==> src/gwwb_pkg.sv <==
// Package for the gray-world white balance unit: widths, actions and the
// front-to-back command word. No dependencies.
package gwwb_pkg;
    localparam int MaxPixelsLog2Def = 24;
    localparam int SampleW          = 8;
    localparam int SumW             = 32;
    localparam int QueueDepth       = 2;

    typedef enum logic {
        ACT_MEASURE = 1'b0,
        ACT_CORRECT = 1'b1
    } t_action;

    typedef enum logic [1:0] {
        CMD_CORRECT = 2'd0,
        CMD_LATCH   = 2'd1
    } t_cmd_kind;

    typedef struct packed {
        t_cmd_kind          kind;
        logic [SampleW-1:0] blue;
        logic [SampleW-1:0] green;
        logic [SampleW-1:0] red;
        logic [SumW-1:0]    blue_sum;
        logic [SumW-1:0]    green_sum;
        logic [SumW-1:0]    red_sum;
        logic [SumW-1:0]    count;
    } t_cmd;

    typedef enum logic [1:0] {
        ST_IDLE  = 2'd0,
        ST_DIV   = 2'd1,
        ST_OUT   = 2'd2
    } t_back_state;
endpackage

==> src/gwwb_front.sv <==
// Front part: accumulates measure pixels into sums and the count, and turns
// correct pixels and frame ends into commands. Depends on gwwb_pkg.
module gwwb_front #(
    parameter int MAX_PIXELS_LOG2 = gwwb_pkg::MaxPixelsLog2Def
) (
    input  logic          i_clk,
    input  logic          i_rst_n,
    input  logic          i_valid,
    output logic          o_ready,
    input  logic          i_action,
    input  logic [7:0]    i_blue,
    input  logic [7:0]    i_green,
    input  logic [7:0]    i_red,
    input  logic          i_frame_end,
    output logic          o_cmd_valid,
    input  logic          i_cmd_ready,
    output gwwb_pkg::t_cmd o_cmd
);
    localparam int CntW = MAX_PIXELS_LOG2 + 1;
    localparam logic [CntW-1:0] Limit = CntW'(1) << MAX_PIXELS_LOG2;

    logic [gwwb_pkg::SumW-1:0] r_bsum, r_gsum, r_rsum, n_bsum, n_gsum, n_rsum;
    logic [CntW-1:0] r_cnt, n_cnt;
    logic            w_take, w_corr, w_room;

    assign w_corr = (i_action == gwwb_pkg::ACT_CORRECT);
    // correct and latching measure items need a queue slot
    assign o_cmd_valid = i_valid && (w_corr || i_frame_end);
    assign o_ready = i_cmd_ready || !(w_corr || i_frame_end);
    assign w_take = i_valid && o_ready;
    assign w_room = (r_cnt < Limit);

    always_comb begin
        n_bsum = r_bsum + (w_room ? {24'd0, i_blue}  : '0);
        n_gsum = r_gsum + (w_room ? {24'd0, i_green} : '0);
        n_rsum = r_rsum + (w_room ? {24'd0, i_red}   : '0);
        n_cnt  = r_cnt + (w_room ? CntW'(1) : '0);
        o_cmd.kind      = w_corr ? gwwb_pkg::CMD_CORRECT : gwwb_pkg::CMD_LATCH;
        o_cmd.blue      = i_blue;
        o_cmd.green     = i_green;
        o_cmd.red       = i_red;
        o_cmd.blue_sum  = n_bsum;
        o_cmd.green_sum = n_gsum;
        o_cmd.red_sum   = n_rsum;
        o_cmd.count     = gwwb_pkg::SumW'(n_cnt);
    end

    always_ff @(posedge i_clk) begin
        if (!i_rst_n) begin
            r_bsum <= '0;
            r_gsum <= '0;
            r_rsum <= '0;
            r_cnt  <= '0;
        end else if (w_take && !w_corr) begin
            if (i_frame_end) begin
                r_bsum <= '0;
                r_gsum <= '0;
                r_rsum <= '0;
                r_cnt  <= '0;
            end else begin
                r_bsum <= n_bsum;
                r_gsum <= n_gsum;
                r_rsum <= n_rsum;
                r_cnt  <= n_cnt;
            end
        end
    end
endmodule

==> src/gwwb_queue.sv <==
// Short command queue between front and back parts. Depends on gwwb_pkg.
module gwwb_queue (
    input  logic           i_clk,
    input  logic           i_rst_n,
    input  logic           i_valid,
    output logic           o_ready,
    input  gwwb_pkg::t_cmd i_data,
    output logic           o_valid,
    input  logic           i_ready,
    output gwwb_pkg::t_cmd o_data
);
    gwwb_pkg::t_cmd r_mem [gwwb_pkg::QueueDepth];
    logic r_wp, r_rp;
    logic [1:0] r_cnt;
    logic w_push, w_pop;

    assign o_ready = (r_cnt != 2'd2);
    assign o_valid = (r_cnt != 2'd0);
    assign o_data  = r_mem[r_rp];
    assign w_push  = i_valid && o_ready;
    assign w_pop   = o_valid && i_ready;

    always_ff @(posedge i_clk) begin
        if (w_push) r_mem[r_wp] <= i_data;
    end

    always_ff @(posedge i_clk) begin
        if (!i_rst_n) begin
            r_wp <= 1'b0;
            r_rp <= 1'b0;
            r_cnt <= '0;
        end else begin
            if (w_push) r_wp <= ~r_wp;
            if (w_pop) r_rp <= ~r_rp;
            r_cnt <= r_cnt + {1'b0, w_push} - {1'b0, w_pop};
        end
    end
endmodule

==> src/gwwb_back.sv <==
// Back part: serial restoring divider shared by the three channels; latches
// averages on frame-end commands and balances correct commands. Depends on gwwb_pkg.
module gwwb_back (
    input  logic           i_clk,
    input  logic           i_rst_n,
    input  logic           i_cmd_valid,
    output logic           o_cmd_ready,
    input  gwwb_pkg::t_cmd i_cmd,
    output logic           o_valid,
    input  logic           i_ready,
    output logic [7:0]     o_blue,
    output logic [7:0]     o_green,
    output logic [7:0]     o_red
);
    localparam int W = gwwb_pkg::SumW;

    gwwb_pkg::t_back_state r_st, n_st;
    gwwb_pkg::t_cmd_kind   r_kind;
    logic [1:0]   r_ch;
    logic [5:0]   r_bit;
    logic [W-1:0] r_num [3];
    logic [W-1:0] r_den [3];
    logic [W-1:0] r_quo, r_rem;
    logic [W:0]   w_trial;
    logic [W-1:0] w_rem_sh;
    logic [7:0]   r_avg [3];
    logic [7:0]   r_res [3];
    logic [7:0]   w_fin;
    logic         w_last_bit, w_start, w_fire;

    assign w_rem_sh = {r_rem[W-2:0], r_num[r_ch][5'(r_bit)]};
    assign w_trial  = {1'b0, w_rem_sh} - {1'b0, r_den[r_ch]};
    assign w_last_bit = (r_bit == 6'd0);

    // final value of the channel just divided
    always_comb begin
        logic [W-1:0] q;
        q = {r_quo[W-2:0], ~w_trial[W]};
        if (r_den[r_ch] == '0) w_fin = (r_num[r_ch] != '0) ? 8'd255 : 8'd0;
        else w_fin = (q > W'(255)) ? 8'd255 : q[7:0];
    end

    assign o_cmd_ready = (r_st == gwwb_pkg::ST_IDLE);
    assign w_start = i_cmd_valid && o_cmd_ready;
    assign w_fire  = (r_st == gwwb_pkg::ST_DIV) && w_last_bit && (r_ch == 2'd2);

    always_comb begin
        n_st = r_st;
        case (r_st)
            gwwb_pkg::ST_IDLE: if (w_start) n_st = gwwb_pkg::ST_DIV;
            gwwb_pkg::ST_DIV:
                if (w_fire) n_st = (r_kind == gwwb_pkg::CMD_CORRECT) ?
                                   gwwb_pkg::ST_OUT : gwwb_pkg::ST_IDLE;
            gwwb_pkg::ST_OUT: if (i_ready) n_st = gwwb_pkg::ST_IDLE;
            default: n_st = gwwb_pkg::ST_IDLE;
        endcase
    end

    always_comb begin
        o_valid = (r_st == gwwb_pkg::ST_OUT);
        o_blue  = r_res[0];
        o_green = r_res[1];
        o_red   = r_res[2];
    end

    always_ff @(posedge i_clk) begin
        if (!i_rst_n) begin
            r_st <= gwwb_pkg::ST_IDLE;
            r_avg[0] <= '0;
            r_avg[1] <= '0;
            r_avg[2] <= '0;
        end else begin
            r_st <= n_st;
            if (w_fire && r_kind == gwwb_pkg::CMD_LATCH) begin
                r_avg[0] <= r_res[0];
                r_avg[1] <= r_res[1];
                r_avg[2] <= w_fin;
            end
        end
    end

    always_ff @(posedge i_clk) begin
        if (w_start) begin
            r_kind <= i_cmd.kind;
            r_ch <= 2'd0;
            r_quo <= '0;
            r_rem <= '0;
            if (i_cmd.kind == gwwb_pkg::CMD_CORRECT) begin
                r_bit <= 6'd15;
                r_num[0] <= {17'd0, i_cmd.blue,  7'd0};
                r_num[1] <= {17'd0, i_cmd.green, 7'd0};
                r_num[2] <= {17'd0, i_cmd.red,   7'd0};
                r_den[0] <= {24'd0, r_avg[0]};
                r_den[1] <= {24'd0, r_avg[1]};
                r_den[2] <= {24'd0, r_avg[2]};
            end else begin
                r_bit <= 6'(W - 1);
                r_num[0] <= i_cmd.blue_sum;
                r_num[1] <= i_cmd.green_sum;
                r_num[2] <= i_cmd.red_sum;
                r_den[0] <= i_cmd.count;
                r_den[1] <= i_cmd.count;
                r_den[2] <= i_cmd.count;
            end
        end else if (r_st == gwwb_pkg::ST_DIV) begin
            if (w_last_bit) begin
                r_res[r_ch] <= w_fin;
                r_ch <= r_ch + 2'd1;
                r_quo <= '0;
                r_rem <= '0;
                r_bit <= (r_kind == gwwb_pkg::CMD_CORRECT) ? 6'd15 : 6'(W - 1);
            end else begin
                r_quo <= {r_quo[W-2:0], ~w_trial[W]};
                r_rem <= w_trial[W] ? w_rem_sh : w_trial[W-1:0];
                r_bit <= r_bit - 6'd1;
            end
        end
    end
endmodule

==> src/gray_world_white_balance_unit.sv <==
// Top level of the gray-world white balance unit: front accumulator, command
// queue and serial divider back end. Depends on gwwb_pkg and the gwwb_* modules.
//
//  channel | dir | fields (tdata low bit up)           | tuser
//  s_axis  | in  | blue, green, red, frame_end (32 b)  | action
//  m_axis  | out | blue_out, green_out, red_out (24 b) | -
//
// Measure pixels are always accepted and give no word. Correct pixels and frame
// ends each take their turn in the shared bit-serial divider, channel by channel.
// Reset clears sums, count and averages; a two-entry queue lets the front keep
// accumulating while the back end divides or waits on m_axis_tready.
module gray_world_white_balance_unit #(
    parameter int MAX_PIXELS_LOG2 = gwwb_pkg::MaxPixelsLog2Def
) (
    input  logic        i_clk,
    input  logic        i_rst_n,
    input  logic        s_axis_tvalid,
    output logic        s_axis_tready,
    input  logic [31:0] s_axis_tdata,  // blue, green, red, frame_end, zero pad
    input  logic        s_axis_tuser,  // action
    output logic        m_axis_tvalid,
    input  logic        m_axis_tready,
    output logic [23:0] m_axis_tdata   // blue_out, green_out, red_out
);
    logic           w_fq_valid, w_fq_ready, w_qb_valid, w_qb_ready;
    gwwb_pkg::t_cmd w_fq_cmd, w_qb_cmd;

    gwwb_front #(.MAX_PIXELS_LOG2(MAX_PIXELS_LOG2)) u_front (
        .i_clk(i_clk), .i_rst_n(i_rst_n),
        .i_valid(s_axis_tvalid), .o_ready(s_axis_tready),
        .i_action(s_axis_tuser),
        .i_blue(s_axis_tdata[7:0]), .i_green(s_axis_tdata[15:8]),
        .i_red(s_axis_tdata[23:16]), .i_frame_end(s_axis_tdata[24]),
        .o_cmd_valid(w_fq_valid), .i_cmd_ready(w_fq_ready), .o_cmd(w_fq_cmd)
    );

    gwwb_queue u_queue (
        .i_clk(i_clk), .i_rst_n(i_rst_n),
        .i_valid(w_fq_valid), .o_ready(w_fq_ready), .i_data(w_fq_cmd),
        .o_valid(w_qb_valid), .i_ready(w_qb_ready), .o_data(w_qb_cmd)
    );

    gwwb_back u_back (
        .i_clk(i_clk), .i_rst_n(i_rst_n),
        .i_cmd_valid(w_qb_valid), .o_cmd_ready(w_qb_ready), .i_cmd(w_qb_cmd),
        .o_valid(m_axis_tvalid), .i_ready(m_axis_tready),
        .o_blue(m_axis_tdata[7:0]), .o_green(m_axis_tdata[15:8]),
        .o_red(m_axis_tdata[23:16])
    );

    a_out_hold: assert property (@(posedge i_clk) disable iff (!i_rst_n)
        m_axis_tvalid && !m_axis_tready |=> m_axis_tvalid && $stable(m_axis_tdata))
        else $error("result word changed while stalled");
    a_back_busy: assert property (@(posedge i_clk) disable iff (!i_rst_n)
        m_axis_tvalid |-> !w_qb_ready)
        else $error("back end took a command while a word is pending");
    a_measure_free: assert property (@(posedge i_clk) disable iff (!i_rst_n)
        s_axis_tvalid && !s_axis_tuser && !s_axis_tdata[24] |-> s_axis_tready)
        else $error("measure pixel stalled");
endmodule
==> config.mk <==
export PLATFORM = sky130hd
export DESIGN_NAME = gray_world_white_balance_unit
export DESIGN_NICKNAME = d
export VERILOG_FILES = /design/src/gwwb_pkg.sv /design/src/gwwb_front.sv /design/src/gwwb_queue.sv /design/src/gwwb_back.sv /design/src/gray_world_white_balance_unit.sv
export SDC_FILE = /design/constraint.sdc
export NUM_CORES = 1
export LEC_CHECK = 0
export ABC_AREA = 1
export BUFFER_PORTS_ARGS = -buffer_cell sky130_fd_sc_hd__clkbuf_2
export CAP_MARGIN = 10
export CORE_MARGIN = 5
export CORE_UTILIZATION = 65
export DETAILED_ROUTE_END_ITERATION = 7
export GPL_TIMING_DRIVEN = 0
export PLACE_DENSITY = 0.87
export RECOVER_POWER = 100
export SETUP_SLACK_MARGIN = 0.02
export SYNTH_ARGS = -nofsm -noshare
export SYNTH_HDL_FRONTEND = slang
export SYNTH_SLANG_ARGS = --single-unit
==> constraint.sdc <==
create_clock -name i_clk -period 20.7 [get_ports i_clk]
set_input_delay 2.07 -clock i_clk [delete_from_list [all_inputs] [get_ports i_clk]]
set_output_delay 2.07 -clock i_clk [all_outputs]
set_load 0.005 [all_outputs]
==> results of run 1 <==
[path summary, 6_finish.rpt]
path                     from  slack [ps]                    to
max             s_axis_tvalid       13330  u_queue.r_mem[0][35]
min          u_back.r_rem[30]         460      u_back.r_rem[30]
max reg2reg    u_back.r_st[1]       14220    u_back.r_num[1][9]
min reg2reg  u_back.r_rem[30]         460      u_back.r_rem[30]
[cell families after synthesis]
kind of cell / Yosys count / synth area share [%]
multiplexers: 24 / 0.7630
XOR/XNOR: 93 / 2.587
adder cells (fa/ha/maj): 61 / 2.520
flip-flops: 678 / 58.50
AND/OR/NAND/NOR: 1646 / 21.87
buffers and inverters: 471 / 5.790
AO/OA/AOI/OAI: 462 / 7.968
[final cells by class]
class,count,area (um^2),area share [%]
Timing Repair Buffer,69,275.3,0.7908
Clock inverter,43,436.7,1.255
Buffer,128,515.5,1.481
Inverter,343,1287,3.699
Sequential cell,678,18420,52.91
Clock buffer,84,1918,5.511
Tap cell,615,769.5,2.211
Multi-Input combinational cell,2286,11180,32.13
Antenna cell,2,5.005,0.01438
[stage by stage]
step	utilization [%]	power, mW
floorplan	-	2.781
global placement	67.99	3.200
detailed placement	68.62	3.200
CTS	73.54	4.497
global route	72.74	4.710
finish	72.75	4.495
[worst max-delay path: cells and delay by family]
kind	cells	cell delay [ps]
and+or+nand+nor	2	1080
buffers and inverters	6	4330
[cell usage in the layout, fill, tap and decap left out, types with 11 or more instances in the layout]
cell       count
or2_2         58
mux2i_1       24
o21ai_0       89
o211ai_1      30
clkbuf_1     171
xor2_1        61
ha_1          57
nor3_1        48
clkbuf_2      13
o22ai_1       30
nor2_1       182
clkinv_2      17
dfxtp_1      194
nand4_1       41
nand2_1     1087
edfxtp_1     484
o21ai_1       11
xnor2_1       32
nor4_1        17
clkbuf_16     73
nand3_1      190
a21oi_1      275
inv_1        337
[registers in the layout, summed over array words and instances, names as in the netlist, named ones only]
signal / flops
u_queue.r_wp: 1
u_front.r_cnt: 25
u_front.r_rsum: 32
u_back.r_st: 2
u_back.r_num: 96
u_back.r_ch: 2
u_back.r_avg: 24
u_back.r_rem: 31
u_queue.r_cnt: 2
u_back.r_den: 41
u_back.r_bit: 6
u_queue.r_mem: 292
u_front.r_bsum: 32
u_front.r_gsum: 32
u_back.r_quo: 31
u_queue.r_rp: 1
u_back.r_kind: 1
u_back.r_res: 24
[metal layers]
layer / global-route usage, % / vias to the layer above / wire [um]
li1: - / 11720 / -
met1: 41.30 / 11750 / 32640
met2: 51.72 / 1463 / 39830
met3: 6.070 / 260 / 8149
met4: 14.76 / 0 / 4594
met5: 0 / - / 0
[power breakdown]
group / switching, mW / total (mW) / internal [mW]
Clock: 0.539 / 1.29 / 0.754
Combinational: 0.958 / 1.34 / 0.378
Sequential: 0.111 / 1.87 / 1.76
Total: 1.61 / 4.50 / 2.89
==> impl_metrics.json, run 1 <==
{
  "synth_nets": 3533,
  "grt_max_degree": 37,
  "start_util_pct": 65.80,
  "start_kind": "primary input",
  "grt_overflow": 0,
  "cts_setup_buffers": 0,
  "place_ws_ps": 15880,
  "dieHeight_um": 230.1,
  "yosysMostFrequentCell": "nand2_1",
  "routed_wl_mm": 85.21,
  "viasPerCell": 5.930,
  "ant_nets": 0,
  "design_area_um2": 34810,
  "area_growth_pct": 10.56,
  "dpl.hpwl_mm": 60.04,
  "worstPathCellList": "clkbuf_1 > inv_1 > nor3_1 > inv_1 > nor2_1 > clkbuf_1 > clkbuf_1 > clkbuf_1",
  "grt.total_usage_pct": 31.64,
  "critPathSlowestCell": "clkbuf_1",
  "ys_types": 46,
  "fin_hold_ws_ps": 458.2,
  "tightest_slew_ps": 2067,
  "gp_congestion": 1.001,
  "synth_top_area_share_pct": 46.16,
  "critPathRequiredTime_ps": 20880,
  "die_area_um2": 52940,
  "clkLatencyLatePin_ps": 610,
  "maxSlewViolCount": 406,
  "syn_inst": 3435,
  "path_clk_slew_ps": 70,
  "maxCapViolations": 14,
  "placed_area_um2": 32830,
  "rsz0062_at_grt": "false",
  "nFillCells": 3394,
  "critPathKind": "primary input to flip-flop",
  "yosysSeqAreaShare_pct": 58.50,
  "row_count": 80,
  "hold_viol": 0,
  "fin_cells": 4248,
  "cts_buffers": 69,
  "slowest_delay_ps": 1430,
  "synth_common_cells": "nand2_1 (1,081), edfxtp_1 (484), inv_1 (333), a21oi_1 (274), dfxtp_1 (194)",
  "synth_edf_count": 484,
  "grt_pass1_vias": 24330,
  "vias": 25190,
  "setup_viol": 0,
  "cts_tree": "built",
  "drt_iter0_drc": 3073,
  "end_kind": "flip-flop",
  "final_layout_size_suffix_gt1_share_pct": 5.728,
  "htree_levels": 3,
  "dieWidth_um": 230.1,
  "async_flop_share_pct": 0,
  "dr.pass1.iters": 7,
  "p_per_area_nw_per_um2": 129.1,
  "outcome": "finished, violations left",
  "critPathMostFrequentCell": "clkbuf_1",
  "grt_pass1_wl_mm": 131.6,
  "worstPathArrival_ps": 7550,
  "port_buffers": 55,
  "cts_resized": 0,
  "core_region_area_um2": 47850,
  "io-pin-count": 63,
  "violations": "capacitance limit, slew limit",
  "synth_ff_type": "edfxtp_1",
  "fmax_ghz": 0.1356,
  "tns_ps": 0,
  "rr_worst_depth": 6,
  "yosysTopAreaCell": "edfxtp_1",
  "ir_worst_vdd_mv": 0.07602,
  "syn_avg_cell_area_um2": 9.166,
  "wire_per_inst_um": 20.06,
  "cts.sink_count": 678,
  "relSlewSlack_pct": -37.82,
  "clock_path_buffers": 3,
  "synth_warnings": 0,
  "synth.area.top_cells": "edfxtp_1 (46%), nand2_1 (13%), dfxtp_1 (12%)",
  "cts_hold_buf": 0,
  "finalClockSkew_ps": 25.97,
  "drc": 0,
  "hold_depth": 2,
  "netlist_area_um2": 31480,
  "hold_class": "flip-flop to flip-flop",
  "critical_path.max_fanout": 32,
  "root_buffer": "clkbuf_16",
  "timing.final.crit_period_ps": 7375,
  "synth-seq-cells": 678,
  "antenna_found_initial": 0,
  "leakage_nw": 13.93,
  "setup_ws_ps": 13330,
  "fin_crit_sh_pct": 35.63,
  "num-nets-final": 3673,
  "dp.cells": 4119
}
No activity file was read; power rests on OpenSTA's default activity.
==> run 2, diff against run 1 <==
--- a/config.mk
+++ b/config.mk
@@ -9,10 +9,10 @@
 export BUFFER_PORTS_ARGS = -buffer_cell sky130_fd_sc_hd__clkbuf_2
 export CAP_MARGIN = 10
 export CORE_MARGIN = 5
-export CORE_UTILIZATION = 65
+export CORE_UTILIZATION = 57
 export DETAILED_ROUTE_END_ITERATION = 7
 export GPL_TIMING_DRIVEN = 0
-export PLACE_DENSITY = 0.87
+export PLACE_DENSITY = 0.81
 export RECOVER_POWER = 100
 export SETUP_SLACK_MARGIN = 0.02
 export SYNTH_ARGS = -nofsm -noshare
==> constraint.sdc (replaced) <==
create_clock -name i_clk -period 5.9 [get_ports i_clk]
set_input_delay 0.59 -clock i_clk [delete_from_list [all_inputs] [get_ports i_clk]]
set_output_delay 0.59 -clock i_clk [all_outputs]
set_load 0.005 [all_outputs]
==> impl_metrics.json, run 2 (synthesis gave the netlist of run 1 again) <==
{
  "grt_max_degree": 37,
  "viasPerCell": 5.740,
  "dpl.hpwl_mm": 59.95,
  "setup_viol": 0,
  "cts_buffers": 70,
  "fin_util_pct": 63.60,
  "cts_tree": "built",
  "tightest_slew_ps": 2220,
  "maxCapViolations": 8,
  "drc": 0,
  "hold_viol": 0,
  "rsz0062_at_grt": "false",
  "die_area_um2": 60030,
  "dr.pass1.iters": 6,
  "cts_hold_buf": 0,
  "largest_register_ffs": 292,
  "cts_resized": 0,
  "nFillCells": 4344,
  "antenna_found_initial": 0,
  "fin_crit_sh_pct": 84.27,
  "core_region_area_um2": 54880,
  "end_kind": "flip-flop",
  "routed_wl_mm": 83.33,
  "critPathSlowestCell": "clkbuf_1",
  "p_per_area_nw_per_um2": 447.7,
  "critPathRequiredTime_ps": 6390,
  "htree_levels": 3,
  "grt.total_usage_pct": 27.37,
  "area_growth_pct": 10.85,
  "ir_worst_vdd_mv": 0.3871,
  "outcome": "finished, violations left",
  "worstPathArrival_ps": 5460,
  "critPathMostFrequentCell": "nand2_1",
  "layout_commonest_cell": "nand2_1",
  "start_util_pct": 57.37,
  "drt_iter0_drc": 3043,
  "regMostFlops": "u_queue.r_mem",
  "final_layout_size_suffix_gt1_share_pct": 5.863,
  "num-nets-final": 3674,
  "total_power_mw": 15.62,
  "critPathKind": "flip-flop to flip-flop",
  "fin_cells": 4339,
  "cts_setup_buffers": 0,
  "hold_class": "primary input to flip-flop",
  "relSlewSlack_pct": -48.53,
  "wire_per_inst_um": 19.21,
  "final_cell_mix": "nand2_1 (1,087), edfxtp_1 (484), inv_1 (336), a21oi_1 (275), dfxtp_1 (194)",
  "top_regs": "u_queue.r_mem x292, u_back.r_num x96, u_back.r_den x41",
  "finalClockSkew_ps": 24.08,
  "clock_path_buffers": 3,
  "maxSlewViolCount": 242,
  "dieWidth_um": 245.0,
  "violations": "capacitance limit, slew limit",
  "critical_path.max_fanout": 10,
  "timing.final.crit_period_ps": 4972,
  "root_buffer": "clkbuf_16",
  "port_buffers": 55,
  "slowest_delay_ps": 640,
  "design_area_um2": 34900,
  "register_area_um2": 18420,
  "grt_pass1_vias": 23710,
  "dp.cells": 4208,
  "leakage_nw": 13.92,
  "vias": 24900,
  "cts.sink_count": 678,
  "io-pin-count": 63,
  "start_kind": "flip-flop",
  "clkLatencyLatePin_ps": 620,
  "multi_input_area_um2": 11190,
  "ant_nets": 0,
  "grt_pass1_wl_mm": 129.1,
  "gp_congestion": 0.9756,
  "grt_overflow": 0,
  "row_count": 86,
  "placed_area_um2": 32960,
  "fmax_ghz": 0.2011,
  "dieHeight_um": 245.0,
  "path_clk_slew_ps": 60
}
-- run 2: cell types whose count changed in the layout (fill, tap and decap cells not counted), sizes merged --
| cell | delta |
|---|---|
| inv | -1 |
| bufinv | -4 |
| clkinv | -6 |
| buf | +8 |
| clkinvlp | +1 |
| clkbuf | +4 |
-- run 2: worst max-delay path, delay by kind of cell, from the launching register on --
family | cells | cell delay, ps
adders and majority gates | 2 | 390
DFF | 1 | 400
buffers and inverters | 6 | 1800
and+or+nand+nor | 17 | 1940
AOI/OAI and AO/OA | 2 | 310
-- run 2: cell type report --
type,count,share of cell area [%]
Buffer,128,1.473
Multi-Input combinational cell,2286,32.05
Inverter,343,3.689
Timing Repair Buffer,69,0.9536
Clock buffer,96,5.715
Sequential cell,678,52.77
Clock inverter,33,0.8067
Antenna cell,2,0.01434
Tap cell,704,2.524
-- run 2: final timing paths --
check	endpoint	slack, ps	from	cells after the start
max	u_back.r_rem[1]	930	flip-flop	27
min	u_queue.r_mem[1][144]	210	s_axis_tdata[7]	1
max reg2reg	u_back.r_rem[1]	930	flip-flop	27
min reg2reg	u_back.r_rem[30]	460	u_back.r_rem[30]	2
-- run 2: power breakdown --
part           total (mW)  internal [mW]  leakage, nW  switching [mW]
registers            6.53           6.15         6.21           0.378
logic                4.71           1.35         6.61            3.36
clock network        4.39           2.52         1.11            1.87
total                15.6           10.0         13.9            5.60
-- run 2: metrics by stage --
step / TNS [ps] / hold WS (ps) / setup slack, ps
finish: 0 / 208.5 / 927.9
global route: 0 / 217.0 / 557.7
CTS: 0 / 152.0 / 1581
detailed placement: 0 / 443.6 / 1621
global placement: -1161000 / 435.1 / -3621
floorplan: 0 / 425.5 / 93.15
-- run 2: metal layers --
metal  GRT usage (%)  share of wire, %  vias to the layer above  wire length [um]
met5               0                 0                        -                 0
met4           12.19               4.9                        0              4112
met3           4.715               9.1                      219              7596
met2           43.58                45                     1195             37860
met1           37.24                41                    11760             33760
li1                -                 -                    11730                 -
